<file path="config.mk">
export PLATFORM = sky130hd
export DESIGN_NAME = bezier_de_casteljau_eval_top
export DESIGN_NICKNAME = d
export VERILOG_FILES = /design/src/design/bdc_pkg.sv /design/src/design/bdc_sequencer.sv /design/src/design/bdc_datapath.sv /design/src/design/bezier_de_casteljau_eval_top.sv
export VERILOG_INCLUDE_DIRS = /design/src /design/src/design
export SDC_FILE = /design/constraint.sdc
export NUM_CORES = 2
export LEC_CHECK = 0
export ABC_AREA = 1
export BUFFER_PORTS_ARGS = -buffer_cell sky130_fd_sc_hd__buf_2
export CAP_MARGIN = 40
export CORE_AREA = 5 5 435 437
export DETAILED_ROUTE_END_ITERATION = 6
export DIE_AREA = 0 0 440 442
export PLACE_DENSITY = 0.59
export SLEW_MARGIN = 40
export SYNTH_ARGS = -nofsm -noshare
export SYNTH_HDL_FRONTEND = slang
export SYNTH_HIERARCHICAL = 1
export SYNTH_SLANG_ARGS = --single-unit
</file>
<file path="constraint.sdc">
create_clock -name clk -period 10.9 [get_ports clk]
set_input_delay 1.09 -clock clk [delete_from_list [all_inputs] [get_ports clk]]
set_output_delay 1.09 -clock clk [all_outputs]
set_load 0.1 [all_outputs]
</file>
<file path="src/design/bezier_de_casteljau_eval_top_defines.svh">
// Assertion macros for the curve evaluator datapath.
// Depends on nothing; included by the files that carry checks.
`ifndef BEZIER_DE_CASTELJAU_EVAL_TOP_DEFINES_SVH
`define BEZIER_DE_CASTELJAU_EVAL_TOP_DEFINES_SVH
`ifndef SYNTH
`define BDC_ASSERT_IMPL(label, clk, rst_n, ante, cons) \
  label: assert property (@(posedge clk) disable iff (!rst_n) (ante) |-> (cons)) \
    else $error("%m: implication check failed");
`define BDC_ASSERT_NEXT(label, clk, rst_n, ante, cons) \
  label: assert property (@(posedge clk) disable iff (!rst_n) (ante) |=> (cons)) \
    else $error("%m: next-cycle check failed");
`else
`define BDC_ASSERT_IMPL(label, clk, rst_n, ante, cons)
`define BDC_ASSERT_NEXT(label, clk, rst_n, ante, cons)
`endif
`endif

</file>
<file path="src/design/bdc_pkg.sv">
// Types, constants and the microcode program of the curve evaluator.
// Used by the sequencer, the datapath and the top level.
package bdc_pkg;

  localparam int unsigned T_W         = 17;
  localparam int unsigned T_FRAC_BITS = 16;
  localparam logic [T_W-1:0] T_ONE    = 17'h10000;
  localparam int unsigned INDEX_W     = 3;
  localparam int unsigned PCOUNT_W    = 4;
  localparam logic [PCOUNT_W-1:0] PCOUNT_RESET = 4'd4;

  typedef logic [2:0] step_t;

  typedef enum logic [2:0] {
    UOP_WAIT,
    UOP_FETCH,
    UOP_SETTLE,
    UOP_MUL,
    UOP_ADD,
    UOP_DROP,
    UOP_EMIT,
    UOP_NOP
  } uop_t;

  typedef enum logic [2:0] {
    COND_NONE,
    COND_ALWAYS,
    COND_NO_EVAL,
    COND_FETCH_MORE,
    COND_LEVEL_MORE,
    COND_LEVELS_MORE,
    COND_OUT_BUSY
  } cond_t;

  typedef struct packed {
    uop_t  uop;
    cond_t cond;
    step_t target;
  } ucode_t;

  typedef struct packed {
    uop_t uop;
  } bdc_ctrl_t;

  typedef struct packed {
    logic eval_go;
    logic fetch_more;
    logic level_more;
    logic levels_more;
    logic out_busy;
  } bdc_status_t;

  localparam step_t STEP_WAIT   = 3'd0;
  localparam step_t STEP_FETCH  = 3'd1;
  localparam step_t STEP_SETTLE = 3'd2;
  localparam step_t STEP_MUL    = 3'd3;
  localparam step_t STEP_ADD    = 3'd4;
  localparam step_t STEP_DROP   = 3'd5;
  localparam step_t STEP_EMIT   = 3'd6;
  localparam step_t STEP_RETURN = 3'd7;

  function automatic ucode_t ucode_rom(input step_t step);
    ucode_t word;
    unique case (step)
      STEP_WAIT:   word = '{uop: UOP_WAIT,   cond: COND_NO_EVAL,     target: STEP_WAIT};
      STEP_FETCH:  word = '{uop: UOP_FETCH,  cond: COND_FETCH_MORE,  target: STEP_FETCH};
      STEP_SETTLE: word = '{uop: UOP_SETTLE, cond: COND_NONE,        target: STEP_WAIT};
      STEP_MUL:    word = '{uop: UOP_MUL,    cond: COND_NONE,        target: STEP_WAIT};
      STEP_ADD:    word = '{uop: UOP_ADD,    cond: COND_LEVEL_MORE,  target: STEP_MUL};
      STEP_DROP:   word = '{uop: UOP_DROP,   cond: COND_LEVELS_MORE, target: STEP_MUL};
      STEP_EMIT:   word = '{uop: UOP_EMIT,   cond: COND_OUT_BUSY,    target: STEP_EMIT};
      STEP_RETURN: word = '{uop: UOP_NOP,    cond: COND_ALWAYS,      target: STEP_WAIT};
      default:     word = '{uop: UOP_NOP,    cond: COND_ALWAYS,      target: STEP_WAIT};
    endcase
    return word;
  endfunction

endpackage

</file>
<file path="src/design/bdc_sequencer.sv">
// Microcode sequencer: step counter, program table and jump conditions.
// Depends on bdc_pkg for the control word and status types.
module bdc_sequencer
  import bdc_pkg::*;
(
  input  logic        clk,
  input  logic        rst_n,
  input  bdc_status_t status,
  output bdc_ctrl_t   ctrl
);

  step_t  step_r;
  step_t  step_nxt;
  ucode_t word;
  logic   take_jump;

  assign word = ucode_rom(step_r);

  always_comb begin
    unique case (word.cond)
      COND_NONE:        take_jump = 1'b0;
      COND_ALWAYS:      take_jump = 1'b1;
      COND_NO_EVAL:     take_jump = !status.eval_go;
      COND_FETCH_MORE:  take_jump = status.fetch_more;
      COND_LEVEL_MORE:  take_jump = status.level_more;
      COND_LEVELS_MORE: take_jump = status.levels_more;
      COND_OUT_BUSY:    take_jump = status.out_busy;
      default:          take_jump = 1'b1;
    endcase
    step_nxt = take_jump ? word.target : step_r + step_t'(1);
  end

  always_comb begin
    ctrl.uop = word.uop;
  end

  always_ff @(posedge clk) begin
    if (!rst_n) begin
      step_r <= STEP_WAIT;
    end else begin
      step_r <= step_nxt;
    end
  end

endmodule

</file>
<file path="src/design/bdc_datapath.sv">
// Point store, work queue, interpolation unit and output register.
// Depends on bdc_pkg and on the assertion macro header.
`include "bezier_de_casteljau_eval_top_defines.svh"
module bdc_datapath
  import bdc_pkg::*;
#(
  parameter int unsigned MAX_POINTS  = 8,
  parameter int unsigned COORD_WIDTH = 16
) (
  input  logic                       clk,
  input  logic                       rst_n,
  input  bdc_ctrl_t                  ctrl,
  output bdc_status_t                status,
  input  logic                       in_valid,
  output logic                       in_ready,
  input  logic                       in_operation,
  input  logic [INDEX_W-1:0]         in_index,
  input  logic [3*COORD_WIDTH-1:0]   in_point,
  input  logic [T_W-1:0]             in_t,
  output logic                       out_valid,
  input  logic                       out_ready,
  output logic [3*COORD_WIDTH-1:0]   out_point,
  input  logic                       cfg_valid,
  output logic                       cfg_ready,
  input  logic [PCOUNT_W-1:0]        cfg_data
);

  localparam int unsigned CW    = COORD_WIDTH;
  localparam int unsigned IDX_W = (MAX_POINTS > 1) ? $clog2(MAX_POINTS) : 1;
  localparam int unsigned NW    = $clog2(MAX_POINTS + 1);
  localparam int unsigned PW    = CW + T_FRAC_BITS + 3;

  logic [PCOUNT_W-1:0]       pc_r;
  logic [NW-1:0]             n_r;
  logic [NW-1:0]             n_clamp;
  logic [T_W-1:0]            t_r;
  logic [IDX_W-1:0]          cnt_r;
  logic                      rd_vld_r;
  logic [IDX_W-1:0]          rd_idx_r;
  logic [3*CW-1:0]           rd_data_r;
  logic [3*CW-1:0]           store_mem [MAX_POINTS];
  logic signed [CW-1:0]      w_r [MAX_POINTS][3];
  logic signed [CW-1:0]      p_r [3];
  logic signed [PW-1:0]      prod_r [3];
  logic signed [CW:0]        diff [3];
  logic signed [CW-1:0]      lerp [3];
  logic signed [T_W:0]       t_s;
  logic [NW-1:0]             m_r;
  logic [IDX_W-1:0]          j_r;
  logic                      out_valid_r;
  logic [3*CW-1:0]           out_data_r;
  logic                      accept;
  logic                      store_we;
  logic                      emit_load;

  assign in_ready  = (ctrl.uop == UOP_WAIT);
  assign accept    = in_valid && in_ready;
  assign store_we  = accept && !in_operation && (32'(in_index) < MAX_POINTS);
  assign cfg_ready = 1'b1;
  assign out_valid = out_valid_r;
  assign out_point = out_data_r;

  always_comb begin
    if (32'(pc_r) > MAX_POINTS) begin
      n_clamp = NW'(MAX_POINTS);
    end else if (pc_r < PCOUNT_W'(2)) begin
      n_clamp = NW'(2);
    end else begin
      n_clamp = NW'(pc_r);
    end
  end

  assign status.eval_go     = accept && in_operation;
  assign status.fetch_more  = (NW'(cnt_r) != n_r - NW'(1));
  assign status.level_more  = (NW'(j_r) != m_r - NW'(2));
  assign status.levels_more = (m_r != NW'(2));
  assign status.out_busy    = out_valid_r && !out_ready;
  assign emit_load          = (ctrl.uop == UOP_EMIT) && !status.out_busy;

  assign t_s = $signed({1'b0, t_r});

  always_comb begin
    for (int c = 0; c < 3; c++) begin
      diff[c] = (CW+1)'(w_r[1][c]) - (CW+1)'(w_r[0][c]);
      lerp[c] = p_r[c] + $signed(prod_r[c][CW+T_FRAC_BITS-1:T_FRAC_BITS]);
    end
  end

  always_ff @(posedge clk) begin
    if (store_we) begin
      store_mem[IDX_W'(in_index)] <= in_point;
    end
    rd_data_r <= store_mem[cnt_r];
  end

  always_ff @(posedge clk) begin
    if (!rst_n) begin
      pc_r        <= PCOUNT_RESET;
      out_valid_r <= 1'b0;
      rd_vld_r    <= 1'b0;
      cnt_r       <= '0;
      m_r         <= NW'(2);
      j_r         <= '0;
      n_r         <= NW'(2);
    end else begin
      if (cfg_valid && cfg_ready) begin
        pc_r <= cfg_data;
      end
      rd_vld_r <= (ctrl.uop == UOP_FETCH);
      if (emit_load) begin
        out_valid_r <= 1'b1;
      end else if (out_ready) begin
        out_valid_r <= 1'b0;
      end
      case (ctrl.uop)
        UOP_WAIT: begin
          if (status.eval_go) begin
            n_r   <= n_clamp;
            cnt_r <= '0;
          end
        end
        UOP_FETCH: cnt_r <= cnt_r + IDX_W'(1);
        UOP_SETTLE: begin
          m_r <= n_r;
          j_r <= '0;
        end
        UOP_ADD: j_r <= j_r + IDX_W'(1);
        UOP_DROP: begin
          m_r <= m_r - NW'(1);
          j_r <= '0;
        end
        default: ;
      endcase
    end
  end

  always_ff @(posedge clk) begin
    rd_idx_r <= cnt_r;
    if (status.eval_go) begin
      t_r <= (in_t > T_ONE) ? T_ONE : in_t;
    end
    if (emit_load) begin
      out_data_r <= {w_r[0][2], w_r[0][1], w_r[0][0]};
    end
    if (ctrl.uop == UOP_MUL) begin
      for (int c = 0; c < 3; c++) begin
        prod_r[c] <= PW'(diff[c]) * PW'(t_s);
        p_r[c]    <= w_r[0][c];
      end
    end
    if (rd_vld_r) begin
      for (int c = 0; c < 3; c++) begin
        w_r[rd_idx_r][c] <= $signed(rd_data_r[c*CW +: CW]);
      end
    end else if (ctrl.uop == UOP_ADD || ctrl.uop == UOP_DROP) begin
      for (int k = 0; k < MAX_POINTS - 1; k++) begin
        for (int c = 0; c < 3; c++) begin
          w_r[k][c] <= w_r[k+1][c];
        end
      end
      if (ctrl.uop == UOP_ADD) begin
        for (int c = 0; c < 3; c++) begin
          w_r[IDX_W'(m_r - NW'(1))][c] <= lerp[c];
        end
      end
    end
  end

  `BDC_ASSERT_IMPL(a_fetch_in_range, clk, rst_n, rd_vld_r, (NW'(rd_idx_r) < n_r))
  `BDC_ASSERT_IMPL(a_mul_level_ok, clk, rst_n, (ctrl.uop == UOP_MUL),
                   ((NW'(j_r) + NW'(2) <= m_r) && (m_r <= n_r) && (m_r >= NW'(2))))
  `BDC_ASSERT_IMPL(a_out_from_emit, clk, rst_n, $rose(out_valid_r), $past(ctrl.uop == UOP_EMIT))

endmodule

</file>
<file path="src/design/bezier_de_casteljau_eval_top.sv">
// Bezier curve evaluator top level: stream channels and configuration port.
// Depends on bdc_pkg, bdc_sequencer and bdc_datapath.
//
// The in_ channel carries one beat per item. in_tuser holds the operation:
// zero loads a control point into slot point_index, one evaluates the curve
// at param_t. A load produces no output beat and keeps the block idle, so
// loads can stream at one beat per cycle while no evaluate is running. An
// evaluate copies the first n stored points into a work queue (n is
// point_count clamped to 2..MAX_POINTS), then runs de Casteljau levels
// through one multiplier per coordinate. Each interpolation is a multiply
// step followed by an add step, and each level ends with a drop step.
// The next item is taken only after the evaluate has passed its emit
// step and the block is back in its wait step.
// The result sits in an output register; a stalled receiver does not block
// the next item, only the emit step of the following evaluate waits.
// cfg_ writes point_count and are always ready; write only while idle.
// Reset sets point_count to four and empties the output register; store
// contents are undefined until loaded.
module bezier_de_casteljau_eval_top
  import bdc_pkg::*;
#(
  parameter int unsigned MAX_POINTS  = 8,
  parameter int unsigned COORD_WIDTH = 16
) (
  input  logic clk,
  input  logic rst_n,
  input  logic in_tvalid,
  output logic in_tready,
  // point_index, coord_x, coord_y, coord_z, param_t, zero pad
  input  logic [((INDEX_W + 3*COORD_WIDTH + T_W + 7) / 8) * 8 - 1:0] in_tdata,
  // operation
  input  logic [0:0] in_tuser,
  output logic out_tvalid,
  input  logic out_tready,
  // curve_x, curve_y, curve_z, zero pad
  output logic [((3*COORD_WIDTH + 7) / 8) * 8 - 1:0] out_tdata,
  input  logic cfg_valid,
  output logic cfg_ready,
  input  logic [PCOUNT_W-1:0] cfg_data
);

  localparam int unsigned CW      = COORD_WIDTH;
  localparam int unsigned OUT_W   = ((3*CW + 7) / 8) * 8;

  bdc_ctrl_t          ctrl;
  bdc_status_t        status;
  logic [3*CW-1:0]    out_point;

  bdc_sequencer u_seq (
    .clk    (clk),
    .rst_n  (rst_n),
    .status (status),
    .ctrl   (ctrl)
  );

  bdc_datapath #(
    .MAX_POINTS  (MAX_POINTS),
    .COORD_WIDTH (COORD_WIDTH)
  ) u_dp (
    .clk          (clk),
    .rst_n        (rst_n),
    .ctrl         (ctrl),
    .status       (status),
    .in_valid     (in_tvalid),
    .in_ready     (in_tready),
    .in_operation (in_tuser[0]),
    .in_index     (in_tdata[INDEX_W-1:0]),
    .in_point     (in_tdata[INDEX_W +: 3*CW]),
    .in_t         (in_tdata[INDEX_W + 3*CW +: T_W]),
    .out_valid    (out_tvalid),
    .out_ready    (out_tready),
    .out_point    (out_point),
    .cfg_valid    (cfg_valid),
    .cfg_ready    (cfg_ready),
    .cfg_data     (cfg_data)
  );

  assign out_tdata = OUT_W'(out_point);

endmodule

</file>
; After elaboration in Yosys (flattened, before gate mapping)
; Memory sizes are Yosys's and may differ from the RTL's. A register that Yosys moved wholly into a read port is not among the register bits.
; Cells that the tools add are included.
[classes]
n_addsub = 12
muxes = 27
eq_ne = 15
mul = 3
magnitude_cmp = 3
n_reduce_logical = 20
[ops]
columns = operator, n
row1 = multiplier 17 x 18 -> 35 bit, 3
row2 = subtractor 16 x 16 -> 17 bit, 3
row3 = adder 16 bit, 3
row4 = 2-to-1 mux 48 bit, 1
row5 = OR reduction 48 bit, 1
row6 = == test 3 bit (second input constant), 6
row7 = greater-than comparator 17 bit (second input constant), 1
row8 = 2-to-1 mux 1 bit, 16
row9 = == test 3 x 2 -> 1 bit (second input constant), 4
row10 = 2-to-1 mux 3 bit, 4
row11 = case mux 3 bit (2 select lines), 2
row12 = adder 3 x 1 -> 3 bit (second input constant), 3
row13 = 2-to-1 mux 4 bit, 2
row14 = != test 3 x 4 -> 1 bit, 2
row15 = case mux 4 bit (2 select lines), 1
row16 = nonzero test 2 bit, 4
row17 = subtractor 4 x 1 -> 4 bit (second input constant), 2
row18 = logical NOT 3 bit, 2
row19 = case mux 1 bit (6 select lines), 1
row20 = logical AND 1 bit, 5
row21 = greater-than comparator 4 bit (second input constant), 1
row22 = logical NOT 1 bit, 4
row23 = less-than comparator 4 x 2 -> 1 bit (second input constant), 1
row24 = != test 4 x 2 -> 1 bit (second input constant), 1
row25 = 6 further kinds, 7
[totals]
ramBits = 921
memories = 5
mem_bits_ro = 72
out_inout_bits = 51
in_bits = 82
register_bits = 91
wordCells = 96
[mem_list]
columns = memory, depth, word_bits, read_ports, rd_ports_with_merged_regs, write_ports, line_no
row1 = u_dp.store_mem, 8, 48, 1, 1, 1, bdc_datapath.sv:41  ; logic [3*CW-1:0] store_mem [MAX_POINTS];
row2 = u_dp.w_r, 8, 48, 8, 0, 8, bdc_datapath.sv:42  ; logic signed [CW-1:0] w_r [MAX_POINTS][3];
row3 = u_dp.prod_r, 3, 35, 3, 0, 3, bdc_datapath.sv:44  ; logic signed [PW-1:0] prod_r [3];
row4 = (name not given), 8, 9, 1, 1, 0, bdc_pkg.sv:64  ; unique case (step)
row5 = u_dp.p_r, 3, 16, 3, 0, 3, bdc_datapath.sv:43  ; logic signed [CW-1:0] p_r [3];

; Logic depth before layout (Yosys ltp)
[depth]
word_depth = 7
mapped_depth = 39
depth_no_buf = 38

; Modules after synthesis
; Netlist, hierarchy kept.
[by_module_without_submodules]
columns = module, cells_each, seq_area_each_um2, n_inst, area_each_um2
row1 = bdc_datapath, 7436, 29318.1, 1, 71026.9
row2 = bdc_sequencer, 63, 220.2, 1, 519.2

; Least setup slack after synthesis
; Ideal clock, no wire load.
[synth_timing]
path_type = flip-flop to flip-flop
from = reg u_seq/word[6] (netlist name)
to = mem u_dp/p_r[0][0] in the netlist's numbering, enable pin
path_buffers = 1
setup_slack_ns = 3.245
t_arrival_ns = 6.987
setup_time_ns = 0.668
stages_incl_launch_ff = 4
period_less_slack_ns = 7.655
required_ns = 10.232
path_cell_list = dfxtp_1 buf_4 inv_1 nor3_1
[synth_lines]
columns = item, line_no
row1 = end: declaration, bdc_datapath.sv:43

==> summary.txt <==
======================================================================================
Clock tree from TritonCTS ...............................................         done
Fraction of the yosys area taken by sequential cells ....................        41.3%
Worst hold path cell count ..............................................            0
Crit Path Class .........................................................   reg -> reg
Cell type with the highest aggregate area in the netlist ................     edfxtp_1
Gp weighted congestion ..................................................        0.887
Worst Setup End Kind ....................................................    flip-flop
Share of async-settable or async-resettable flops after synthesis .......           0%
GRT overflow ............................................................            0
Area fraction of the dominant cell type after synthesis .................        39.0%
Antenna violations before repair ........................................           18
Worst path arrival time .................................................      8.38 ns
Die height ..............................................................  442 microns
Core area ............................................................... 185000 sq um
# rows ..................................................................          158
Max-slew headroom at the worst pin ......................................        43.7%
Achievable Freq .........................................................      126 MHz
Port Buffers ............................................................          127
CP dominant cell by count ...............................................        inv_1
Global-route met2 utilization ...........................................        31.8%
Number of buffers added to fix hold violations after cts ................            0
Post-cts sizing count ...................................................            0
Setup TNS ...............................................................         0 ns
Slowest library cell on the worst path ..................................         fa_1
Status .................................................................. finished clean
Number of nets in the finished design ...................................         8687
Number of detailed-routing iterations run before antenna repair .........            5
Critical path launch point type .........................................    flip-flop
Worst r2r path cells ....................................................           34
I/O Pins ................................................................          133
Number of distinct standard cells referenced by the synthesized netlist .           63
Detailed-route wire length ..............................................       184 mm
Worst path setup slack after routing ....................................      2.95 ns
Starting DRT DRC Count ..................................................         3540
Overall die area ........................................................ 194000 sq um
Vias ....................................................................        50279
Root buffer selected by CTS .............................................    clkbuf_16
Setup Viol. Count Final .................................................            0
Largest net degree at the start of global routing .......................           87
Predominant post-synthesis flop cell ....................................     edfxtp_1
Most used cells in the layout excluding fill and tap cells .............. nand2_1, inv_1, edfxtp_1
Die X ...................................................................  440 microns
Clock network latency to the later pin of the worst-skew pair ...........      0.70 ns
Transition time at the pin with the least slew margin ...................     0.844 ns
Met1 track demand over resource in global routing .......................        25.4%
Minimum period implied by the final worst setup slack ...................      7.95 ns
Layout-stage area growth over the synthesis result ......................        9.58%
First-pass GRT wire length ..............................................       290 mm
# H-tree levels .........................................................            3
Post-Synthesis Mean Instance Area .......................................   9.54 sq um
Synth warnings ..........................................................            6
Post-Syn Nets ...........................................................         8678
Most common library cell in the layout ignoring fill and taps ...........      nand2_1
Clock sink total ........................................................         1011
Post-synth EDFFs ........................................................          929
Area contributors post-synth ............................................ edfxtp_1, fa_1, nand2_1, ha_1, inv_1
Cells after DPL .........................................................         9886
Via count of the first global-routing pass ..............................        50678
CTS clk-pin slew, worst paths ...........................................      0.06 ns
GRT Overall Usage .......................................................        18.9%
Final standard cell utilization of the core .............................        42.5%
Initial cell density of the core ........................................        38.7%
Setup repair after global routing missed its margin .....................           no
Placement Setup Slack ...................................................      2.85 ns
Final HPWL from detailed placement ......................................       134 mm
Largest buffer count on any clock path ..................................            3
Number of vias per cell after detailed routing ..........................         4.99
Met3 Resource Use GR ....................................................        2.37%
Count of buffers added by post-CTS timing repair for setup ..............            0
Number of hold-slack violations in the final timing report ..............            0
Residual DRC ............................................................            0
CP max stage delay ......................................................      0.52 ns
Min-delay worst type ....................................................   reg -> reg
Max-slew violations .....................................................            0
Wirelength per Cell ..................................................... 18.3 microns
Fraction of final layout cells sized beyond drive strength 1 ............        6.89%
Number of routed nets with antenna violations ...........................            0
Max FO, Critical Path ...................................................           14
Peak-usage layer in the global routing report ...........................         met2
Skew final ..............................................................    0.0289 ns
Crit share post-route ...................................................        72.9%
Final cell count without fillers ........................................        10080
Reported max-cap violation count ........................................            0
Flop and latch count out of synthesis ...................................         1011
Netlist area before placement ...........................................  71500 sq um
Cts bufs inserted .......................................................          100
Cells after synthesis ...................................................         7499
CP required .............................................................     11.34 ns
======================================================================================
==> metal layers <==
metal / vias up / share of wire [%]
li1: 23884 / -
met1: 24832 / 44
met2: 1281 / 48
met3: 266 / 5.1
met4: 16 / 3.3
met5: - / 0.049
==> cells by family (layout without fill, tap and decap cells) <==
group                    after synthesis  after routing  synth area share [%]
flip-flops                          1011           1011                  41.3
buffers and inverters               1545           1639                  8.29
AND/OR/NAND/NOR                     2893           2893                  16.1
adder cells (fa/ha/maj)             1097           1097                  26.3
XOR/XNOR                              92             92                  1.16
AO/OA/AOI/OAI                        860            860                  6.89
other                                  1              8               0.00524
==> worst paths after layout <==
| check | start | endpoint | slack, ns |
|---|---|---|---|
| max | u_dp/w_r[0][4]$_DFFE_PP_ | u_dp/prod_r[0][101]$_DFFE_PN_ | 2.95 |
| min | u_dp/cnt_r[2]$_SDFFE_PN0P_ | u_dp/rd_idx_r[2]$_DFF_P_ | 0.40 |
| max reg2reg | u_dp/w_r[0][4]$_DFFE_PP_ | u_dp/prod_r[0][101]$_DFFE_PN_ | 2.95 |
| min reg2reg | u_dp/cnt_r[2]$_SDFFE_PN0P_ | u_dp/rd_idx_r[2]$_DFF_P_ | 0.40 |
==> cell usage after synthesis, types with 13 or more instances <==
| cell type | number |
|---|---|
| a21o_1 | 18 |
| a21oi_1 | 178 |
| a31oi_1 | 81 |
| buf_2 | 59 |
| clkbuf_1 | 216 |
| clkinv_1 | 17 |
| dfxtp_1 | 82 |
| edfxtp_1 | 929 |
| fa_1 | 675 |
| ha_1 | 422 |
| inv_1 | 1212 |
| inv_2 | 20 |
| nand2_1 | 1632 |
| nand2_2 | 13 |
| nand3_1 | 189 |
| nand4_1 | 14 |
| nor2_1 | 919 |
| nor3_1 | 36 |
| nor4_1 | 14 |
| o21a_1 | 13 |
| o21ai_0 | 294 |
| o21ai_1 | 131 |
| o21ai_2 | 28 |
| o21bai_1 | 17 |
| o22ai_1 | 48 |
| or2_2 | 37 |
| xnor2_1 | 32 |
| xor2_1 | 58 |
==> area by class of cell <==
| type | count | area (sq um) |
|---|---|---|
| fill | 17791 | 106000 |
| multi-input combinational | 4943 | 36300 |
| sequential | 1011 | 29500 |
| inverter | 1249 | 4700 |
| tap | 2480 | 3100 |
| clock buffer | 125 | 2750 |
| timing repair buffer | 203 | 1260 |
| clock inverter | 62 | 724 |
| antenna | 7 | 17.5 |
==> per-stage QoR <==
stage	hold WS, ns	cell area (sq um)
2_1_floorplan	0.353	71500
5_1_grt	0.419	78400
3_5_place_dp	0.394	74900
3_3_place_gp	0.394	74800
6_report	0.403	78400
4_1_cts	0.403	78400
==> worst max-delay path, delay by kind of cell (launching register included) <==
kind,cells,cell delay [ns]
flops,1,0.42
buf+inv,10,1.07
simple gates,11,1.25
compound gates,5,1.36
fa+ha+maj,8,3.57
==> flip-flops by register name (all words and copies together), names as in the netlist <==
| name | flops |
|---|---|
| u_dp/w_r | 384 |
| u_dp/pc_r | 4 |
| u_dp/rd_data_r | 48 |
| u_dp/m_r | 4 |
| u_dp/j_r | 3 |
| u_dp/cnt_r | 3 |
| u_seq/step_r | 3 |
| u_dp/rd_idx_r | 3 |
| u_dp/out_point | 48 |
| u_dp/rd_vld_r | 1 |
| u_dp/prod_r | 48 |
| u_dp/n_r | 4 |
| u_dp/t_r | 17 |
| u_seq/word | 8 |
| u_dp/out_valid | 1 |
| u_dp/store_mem | 384 |
| u_dp/p_r | 48 |
Power is not shown: default switching activity piles up to over one toggle a cycle in this logic, so the estimate is an artifact.
